`src/sv/tacs_pkg.sv`:
```
// Shared types and constants for the thermal-aware core selector.
`timescale 1ns / 1ps

package tacs_pkg;

    // Number of cores and width of one queue depth entry.
    localparam int NUM_CORES  = 64;
    localparam int DEPTH_BITS = 16;
    localparam int CORE_W     = (NUM_CORES > 1) ? $clog2(NUM_CORES) : 1;
    localparam int CNT_W      = 7;
    localparam int MASK_W     = 64;

    // Function codes of an input request.
    localparam logic [1:0] FUNC_CLASS  = 2'd0;
    localparam logic [1:0] FUNC_DEPTH  = 2'd1;
    localparam logic [1:0] FUNC_SELECT = 2'd2;

    // Thermal class codes.
    localparam logic [1:0] CLASS_COLD = 2'd0;
    localparam logic [1:0] CLASS_WARM = 2'd1;
    localparam logic [1:0] CLASS_HOT  = 2'd2;

    // Marker for no chosen core (-1 in seven bits).
    localparam logic [6:0] NO_CORE = 7'h7F;

    // Decision codes reported with each result.
    typedef enum logic [2:0] {
        DEC_RECENT   = 3'd0,
        DEC_PREVIOUS = 3'd1,
        DEC_COLDEST  = 3'd2,
        DEC_WARM     = 3'd3,
        DEC_NONE     = 3'd4,
        DEC_DISABLED = 3'd5,
        DEC_KERNEL   = 3'd6,
        DEC_UPDATE   = 3'd7
    } dec_t;

    // Write broadcast from the controller to every cell.
    typedef struct packed {
        logic                  class_we;
        logic                  depth_we;
        logic [CORE_W-1:0]     idx;
        logic [1:0]            cls;
        logic [DEPTH_BITS-1:0] depth;
    } upd_t;

    // Search context held steady for the whole scan.
    typedef struct packed {
        logic [6:0]       recent;
        logic [6:0]       prev;
        logic [CNT_W-1:0] n;
    } ctx_t;

    // Search wave handed from cell to cell.
    typedef struct packed {
        logic                  valid;
        logic [DEPTH_BITS-1:0] min_depth;
        logic [CORE_W-1:0]     best_idx;
        logic                  found;
        logic                  warm_seen;
        logic                  recent_ok;
        logic                  prev_ok;
    } wave_t;

endpackage

```
`src/sv/tacs_cell.sv`:
```
// One core cell: holds the core's class and depth and advances the search wave.
`timescale 1ns / 1ps

module tacs_cell
    import tacs_pkg::*;
(
    input  logic              clk,
    input  logic              rst_n,
    input  logic [CORE_W-1:0] cell_id,
    input  logic              allow_bit,
    input  upd_t              upd,
    input  ctx_t              ctx,
    input  wave_t             wave_in,
    output wave_t             wave_out
);

    logic [1:0]            class_reg;
    logic [1:0]            class_next;
    logic [DEPTH_BITS-1:0] depth_reg;
    logic [DEPTH_BITS-1:0] depth_next;
    wave_t                 wave_reg;
    wave_t                 wave_next;

    logic       hit;
    logic       allowed;
    logic       is_cold;
    logic       is_warm;
    logic [6:0] my_id;

    // Local state updates from the write broadcast.
    always_comb
    begin
        hit        = (upd.idx == cell_id);
        class_next = class_reg;
        depth_next = depth_reg;
        if (upd.class_we && hit)
        begin
            class_next = upd.cls;
        end
        if (upd.depth_we && hit)
        begin
            depth_next = upd.depth;
        end
    end

    // Fold this core into the passing wave.
    always_comb
    begin
        my_id     = 7'(cell_id);
        allowed   = allow_bit && (my_id < 7'(ctx.n));
        is_cold   = (class_reg == CLASS_COLD);
        is_warm   = (class_reg == CLASS_WARM);
        wave_next = wave_in;
        if (allowed && is_cold && (depth_reg < wave_in.min_depth))
        begin
            wave_next.min_depth = depth_reg;
            wave_next.best_idx  = cell_id;
            wave_next.found     = 1'b1;
        end
        if (allowed && is_warm)
        begin
            wave_next.warm_seen = 1'b1;
        end
        if (allowed && (is_cold || is_warm) && (ctx.recent == my_id))
        begin
            wave_next.recent_ok = 1'b1;
        end
        if (allowed && (is_cold || is_warm) && (ctx.prev == my_id))
        begin
            wave_next.prev_ok = 1'b1;
        end
    end

    // Core state resets to warm with an empty queue.
    always_ff @(posedge clk or negedge rst_n)
    begin
        if (!rst_n)
        begin
            class_reg <= CLASS_WARM;
            depth_reg <= '0;
        end
        else
        begin
            class_reg <= class_next;
            depth_reg <= depth_next;
        end
    end

    // The wave register resets empty, with no wave in flight.
    always_ff @(posedge clk or negedge rst_n)
    begin
        if (!rst_n)
        begin
            wave_reg <= '0;
        end
        else
        begin
            wave_reg <= wave_next;
        end
    end

    assign wave_out = wave_reg;

endmodule

```
`src/sv/thermal_aware_core_selector_core.sv`:
```
// Top level of the thermal-aware core selector: controller and cell chain.
`timescale 1ns / 1ps

// Update requests (class or depth write), kernel-task selects and selects while the
// policy is disabled go straight from acceptance to the finish state. A full select
// first starts a search wave at the head of the chain of core cells; the wave crosses
// the chain one cell per clock, collecting the recent and previous core checks, the
// coldest allowed core and the warm flag as it goes, and its result is then held for
// the finish state. From the finish state a result moves into the output register
// once that register is free. One request is in work at a time; a new request is
// accepted while the previous result still waits in the output register, and its own
// result then waits until that one is taken. cpu_count may be written at any idle time;
// values above NUM_CORES act as NUM_CORES and zero disables the policy.

module thermal_aware_core_selector_core
    import tacs_pkg::*;
(
    input  logic              clk,
    input  logic              rst_n,
    input  logic              cfg_wr_en,
    input  logic [6:0]        cfg_wr_data,
    input  logic              in_valid,
    output logic              in_ready,
    input  logic [1:0]        func,
    input  logic [5:0]        core_index,
    input  logic [1:0]        thermal_class,
    input  logic [15:0]       depth_value,
    input  logic [63:0]       allow_mask,
    input  logic signed [6:0] previous_core,
    input  logic signed [6:0] recent_core,
    input  logic              kernel_task,
    output logic              out_valid,
    input  logic              out_ready,
    output logic signed [6:0] chosen_core,
    output logic [2:0]        decision,
    output logic [63:0]       run_mask
);

    typedef enum logic [2:0] {
        ST_IDLE   = 3'b001,
        ST_SCAN   = 3'b010,
        ST_FINISH = 3'b100
    } state_t;

    state_t            state_reg;
    state_t            state_next;
    logic [CNT_W-1:0]  cpu_count_reg;
    logic [CNT_W-1:0]  cpu_count_next;
    logic              start_reg;
    logic              start_next;
    ctx_t              ctx_reg;
    ctx_t              ctx_next;
    logic [MASK_W-1:0] mask_reg;
    logic [MASK_W-1:0] mask_next;
    logic [6:0]        pend_core_reg;
    logic [6:0]        pend_core_next;
    dec_t              pend_dec_reg;
    dec_t              pend_dec_next;
    logic              out_valid_reg;
    logic              out_valid_next;
    logic [6:0]        out_core_reg;
    logic [6:0]        out_core_next;
    dec_t              out_dec_reg;
    dec_t              out_dec_next;
    logic [63:0]       out_mask_reg;
    logic [63:0]       out_mask_next;

    logic              accept;
    logic [CNT_W-1:0]  n_eff;
    upd_t              upd;
    wave_t             wave [NUM_CORES+1];

    assign in_ready = (state_reg == ST_IDLE);
    assign accept   = in_valid && in_ready;

    // Effective core count, clipped to the cores that exist.
    assign n_eff = (cpu_count_reg > CNT_W'(NUM_CORES)) ? CNT_W'(NUM_CORES) : cpu_count_reg;

    // Configuration register.
    assign cpu_count_next = cfg_wr_en ? CNT_W'(cfg_wr_data) : cpu_count_reg;

    // Write broadcast for class and depth updates; class three stores as hot.
    always_comb
    begin
        upd.class_we = accept && (func == FUNC_CLASS) && (7'(core_index) < 7'(NUM_CORES));
        upd.depth_we = accept && (func == FUNC_DEPTH) && (7'(core_index) < 7'(NUM_CORES));
        upd.idx      = CORE_W'(core_index);
        upd.cls      = (thermal_class > CLASS_HOT) ? CLASS_HOT : thermal_class;
        upd.depth    = DEPTH_BITS'(depth_value);
    end

    // Wave injected at the head of the chain.
    always_comb
    begin
        wave[0].valid      = start_reg;
        wave[0].min_depth  = '1;
        wave[0].best_idx   = '0;
        wave[0].found      = 1'b0;
        wave[0].warm_seen  = 1'b0;
        wave[0].recent_ok  = 1'b0;
        wave[0].prev_ok    = 1'b0;
    end

    // Chain of core cells.
    genvar gi;
    generate
        for (gi = 0; gi < NUM_CORES; gi++)
        begin : g_cell
            tacs_cell u_cell (
                .clk       (clk),
                .rst_n     (rst_n),
                .cell_id   (CORE_W'(gi)),
                .allow_bit (mask_reg[gi]),
                .upd       (upd),
                .ctx       (ctx_reg),
                .wave_in   (wave[gi]),
                .wave_out  (wave[gi+1])
            );
        end
    endgenerate

    // Controller: accept, scan for a full select, then hand the result to the output register.
    always_comb
    begin
        state_next     = state_reg;
        start_next     = 1'b0;
        ctx_next       = ctx_reg;
        mask_next      = mask_reg;
        pend_core_next = pend_core_reg;
        pend_dec_next  = pend_dec_reg;
        out_valid_next = out_valid_reg && !out_ready;
        out_core_next  = out_core_reg;
        out_dec_next   = out_dec_reg;
        out_mask_next  = out_mask_reg;

        case (state_reg)
            ST_IDLE:
            begin
                if (accept)
                begin
                    pend_core_next = NO_CORE;
                    ctx_next.recent = recent_core;
                    ctx_next.prev   = previous_core;
                    ctx_next.n      = n_eff;
                    mask_next       = allow_mask;
                    if (func != FUNC_SELECT)
                    begin
                        pend_dec_next = DEC_UPDATE;
                        state_next    = ST_FINISH;
                    end
                    else if (kernel_task)
                    begin
                        pend_dec_next = DEC_KERNEL;
                        state_next    = ST_FINISH;
                    end
                    else if (n_eff == '0)
                    begin
                        pend_dec_next = DEC_DISABLED;
                        state_next    = ST_FINISH;
                    end
                    else
                    begin
                        start_next = 1'b1;
                        state_next = ST_SCAN;
                    end
                end
            end
            ST_SCAN:
            begin
                if (wave[NUM_CORES].valid)
                begin
                    state_next = ST_FINISH;
                    if (wave[NUM_CORES].recent_ok)
                    begin
                        pend_core_next = ctx_reg.recent;
                        pend_dec_next  = DEC_RECENT;
                    end
                    else if (wave[NUM_CORES].prev_ok)
                    begin
                        pend_core_next = ctx_reg.prev;
                        pend_dec_next  = DEC_PREVIOUS;
                    end
                    else if (wave[NUM_CORES].found)
                    begin
                        pend_core_next = 7'(wave[NUM_CORES].best_idx);
                        pend_dec_next  = DEC_COLDEST;
                    end
                    else if (wave[NUM_CORES].warm_seen)
                    begin
                        pend_core_next = NO_CORE;
                        pend_dec_next  = DEC_WARM;
                    end
                    else
                    begin
                        pend_core_next = NO_CORE;
                        pend_dec_next  = DEC_NONE;
                    end
                end
            end
            ST_FINISH:
            begin
                if (!out_valid_reg || out_ready)
                begin
                    out_valid_next = 1'b1;
                    out_core_next  = pend_core_reg;
                    out_dec_next   = pend_dec_reg;
                    out_mask_next  = pend_core_reg[6] ? 64'd0
                                                      : (64'd1 << pend_core_reg[5:0]);
                    state_next     = ST_IDLE;
                end
            end
            default:
            begin
                state_next = ST_IDLE;
            end
        endcase
    end

    // Control registers.
    always_ff @(posedge clk or negedge rst_n)
    begin
        if (!rst_n)
        begin
            state_reg     <= ST_IDLE;
            cpu_count_reg <= CNT_W'(64);
            start_reg     <= 1'b0;
            out_valid_reg <= 1'b0;
        end
        else
        begin
            state_reg     <= state_next;
            cpu_count_reg <= cpu_count_next;
            start_reg     <= start_next;
            out_valid_reg <= out_valid_next;
        end
    end

    // Payload registers.
    always_ff @(posedge clk)
    begin
        ctx_reg       <= ctx_next;
        mask_reg      <= mask_next;
        pend_core_reg <= pend_core_next;
        pend_dec_reg  <= pend_dec_next;
        out_core_reg  <= out_core_next;
        out_dec_reg   <= out_dec_next;
        out_mask_reg  <= out_mask_next;
    end

    assign out_valid   = out_valid_reg;
    assign chosen_core = out_core_reg;
    assign decision    = out_dec_reg;
    assign run_mask    = out_mask_reg;

    // An accepted request always leaves the idle state.
    a_accept_leaves_idle: assert property (@(posedge clk) disable iff (!rst_n)
        accept |=> (state_reg != ST_IDLE))
        else $error("accepted request did not leave idle");

    // The search wave only leaves the chain while a scan is running.
    a_wave_in_scan: assert property (@(posedge clk) disable iff (!rst_n)
        wave[NUM_CORES].valid |-> (state_reg == ST_SCAN))
        else $error("search wave exited outside a scan");

    // A presented result carries at most one pin bit.
    a_mask_onehot: assert property (@(posedge clk) disable iff (!rst_n)
        out_valid_reg |-> $onehot0(out_mask_reg))
        else $error("pin mask is not one-hot");

    // No chosen core means an empty pin mask, and a chosen core sets exactly its bit.
    a_mask_matches_core: assert property (@(posedge clk) disable iff (!rst_n)
        out_valid_reg |-> (out_core_reg[6] ? (out_mask_reg == 64'd0)
                                           : $onehot(out_mask_reg)))
        else $error("pin mask does not match chosen core");

endmodule
```
`config.mk`:
```
export PLATFORM = sky130hd
export DESIGN_NAME = thermal_aware_core_selector_core
export DESIGN_NICKNAME = d
export VERILOG_FILES = /design/src/sv/tacs_pkg.sv /design/src/sv/tacs_cell.sv /design/src/sv/thermal_aware_core_selector_core.sv
export SDC_FILE = /design/constraint.sdc
export NUM_CORES = 2
export LEC_CHECK = 0
export ABC_AREA = 1
export BUFFER_PORTS_ARGS = -buffer_cell sky130_fd_sc_hd__buf_2
export CORE_MARGIN = 2
export CORE_UTILIZATION = 34
export DETAILED_ROUTE_END_ITERATION = 7
export HOLD_SLACK_MARGIN = 0.06
export PLACE_DENSITY = 0.44
export SLEW_MARGIN = 20
export SYNTH_ARGS = -nofsm -noshare
export SYNTH_HDL_FRONTEND = slang
export SYNTH_SLANG_ARGS = --single-unit
```
`constraint.sdc`:
```
create_clock -name clk -period 4.9 [get_ports clk]
set_input_delay 0.49 -clock clk [delete_from_list [all_inputs] [get_ports clk]]
set_output_delay 0.49 -clock clk [all_outputs]
set_load 0.005 [all_outputs]
```
==> impl_results.md <==
* Status: finished, final reports clean
* Place WS at 809 ps
* GRT Util Overall at 19.8%
* Initial antenna violation count at 33
* Post-synth net total at 16036
* Rows at 231
* Pwr dens at 536 nW/um^2
* Worst-case vdd ir drop at 0.297 mV
* Num CTS Buffers at 346
* CTS tree: done
* Most frequent cell after synthesis: nand2_1
* Initial Util at 34.1%
* Cells after DPL at 19982
* Via count at 97135
* Pleak at 0.0782 uW
* FF/Latch Area at 75600 um^2
* Yosys Warn Count at 0
* CTS clock-pin slew for the worst setup and hold paths at 60 ps
* Cell count after synthesis at 14974
* Final design utilization at 39.1%
* Setup TNS Final at 0 ps
* FILL cells at 39980
* First-pass GRT wire length at 614 mm
* Routed WL at 397 mm
* Syn Std Cell Area at 135000 um^2
* Largest net degree at the start of global routing at 153
* Final setup fails at 0
* Clk sinks at 2982
* First-pass DRT Iterations at 6
* Type of the tightest min-delay check: primary input to register
* Post-route ant nets at 0
* Gpl congestion at 0.859
* Fmax at 0.243 GHz
* Multi-input logic area at 50100 um^2
* Resized Gates After CTS at 0
* Worst-Skew Late Latency at 980 ps
* Crit path capture type: register
* Die H at 634 um
* Worst Skew at 61.6 ps
* Max Fanout on Critical Path at 21
* Io pins at 193
* Routed len/inst at 19.1 um
* Final setup margin at 778 ps
* Yosys top cell area share at 50.9%
* Crit Path Class: register to register
* DR vias/cell at 4.68
* Design Power at 83000 uW
* Nets at 16259
* Synth-to-Final Area Change at 14.7%
* Synth area leaders: dfrtp_1 (51%), nand2_1 (13%), ha_1 (8.8%)
* Htree depth at 5
* CP cell instances: inv_1 -> nand2_1 -> inv_1 -> a21oi_1 -> nand2_1 -> nor2_2 -> nand2_1 -> inv_1 -> nor2_1
* Crit share post-route at 84.1%
* CP max stage cell: a21oi_1
* Slew Limit Headroom at 26.7%
* Crit path arrival time at 4950 ps
* Initial DRC Count at 6863
* Fin cells at 20745
* DRC viols at 0
* Share of cells above drive strength 1 at 7.80%
* CTS root buf: clkbuf_16
* Syn_area_per_cell at 9.01 um^2
* Sequential area share after synthesis at 56.0%
* Die W at 634 um
* Unique masters post-synth at 47
* Core box area at 395000 um^2
* Max stage delay on crit path at 750 ps
* Startpoint types: register
* Port bufs at 192
* Synth async-reset ratio at 94.3%
* List of most frequent post-synthesis cells: nand2_1 (4696), dfrtp_1 (2747), inv_1 (1805), o21ai_0 (1266), ha_1 (945)
* Vias in the first global route at 97801
* Tightest Pin Transition at 1100 ps
* Synth area leader: dfrtp_1
* Congestion Overflow GR at 0
* #FFs+latches synth at 2982
* HPWL Detailed at 277 mm
* Fin. max-slew vios at 0
* Max cap viols at 0
* Final min period at 4120 ps
* Final Hold Viols at 0
* Max reg flops at 1649
* Required time of the critical path at 5730 ps
* CTS Buffer Depth at 4
* Primary FF master, synth: dfrtp_1
* Post-synth EDFFs at 169
* RSZ-0062 raised after global routing: false
* DIE AREA at 402000 um^2
## logic make-up (layout without fill, tap and decap cells)
kind of cell / after synthesis / after routing / synth area share, %
adder cells (fa/ha/maj): 945 / 945 / 8.76
multiplexers: 1 / 1 / 0.00834
other: 0 / 23 / 0
AND/OR/NAND/NOR: 6644 / 6644 / 20.5
flip-flops: 2982 / 2982 / 56.0
buffers and inverters: 2439 / 2945 / 6.93
AO/OA/AOI/OAI: 1963 / 1963 / 7.87
## cells in the final DEF (no fill, tap or decap), drive strengths merged, types with 13 or more instances in the layout
cell type       n
nand2        4720
dfrtp        2747
inv          1833
o21ai        1284
ha            945
nand3         752
nor2          563
clkbuf        496
nand4         429
a21oi         385
buf           383
edfxtp        169
dlygate4sd3   108
nor3          100
clkinv         87
o21bai         80
dfstp          66
a31o           60
a21o           50
nor4           42
o21a           39
bufinv         28
a31oi          26
diode          23
nand3b         21
o31ai          19
or2            13
## per-stage QoR
| step | hold slack, ps | area [um^2] |
|---|---|---|
| after floorplan | 194 | 135000 |
| after global placement | 332 | 142000 |
| after detailed placement | 335 | 142000 |
| after CTS | 69.9 | 155000 |
| after global routing | 62.9 | 155000 |
| final | 108 | 155000 |
## report_power, final
group / leakage (uW) / internal, uW / switching [uW] / total [uW]
Sequential: 0.0393 / 29000 / 2220 / 31300
Clock: 0.00583 / 16000 / 10800 / 26800
Combinational: 0.0331 / 6000 / 18900 / 24900
## metal layers
metal | share of wire [%] | vias to the layer above | GRT usage [%]
li1 | - | 48636 | -
met1 | 46 | 46523 | 27.0
met2 | 47 | 1502 | 32.8
met3 | 3.9 | 472 | 2.74
met4 | 2.8 | 2 | 5.33
met5 | 0.0028 | - | 0
## critical path: cells and delay by family, from the launching register on
family / cells / cell delay, ps
AND/OR/NAND/NOR: 5 / 1780
buffers and inverters: 3 / 780
AO/OA/AOI/OAI: 1 / 750
flip-flops: 1 / 660
## worst paths after layout
check	cells past startpoint	slack, ps	end	start
setup / recovery	9	780	g_cell[50].u_cell.wave_out[6]	ctx_reg[2]
hold / removal	3	110	g_cell[24].u_cell.depth_reg[5]	depth_value[5]
setup reg to reg	9	780	g_cell[50].u_cell.wave_out[6]	ctx_reg[2]
hold reg to reg	0	340	g_cell[29].u_cell.wave_out[26]	g_cell[28].u_cell.wave_out[26]
max in group asynchronous	4	3300	g_cell[59].u_cell.wave_out[16]	rst_n
min in group asynchronous	3	250	g_cell[42].u_cell.wave_out[7]	rst_n
## final cells by class
cell class                      count  share of cell area, %
Timing Repair Buffer              491                   2.44
Clock inverter                    135                   1.04
Clock buffer                      496                   6.59
Multi-Input combinational cell   9553                   32.4
Tap cell                         5242                   4.24
Sequential cell                  2982                   48.8
Antenna cell                       23                 0.0372
Inverter                         1823                   4.45
## repair_timing
item                      CTS  global route
hold endpoints to repair  578             0
setup buffers               0             0
hold buffers              109             0
Note: power is estimated with default switching activity, not from simulation.
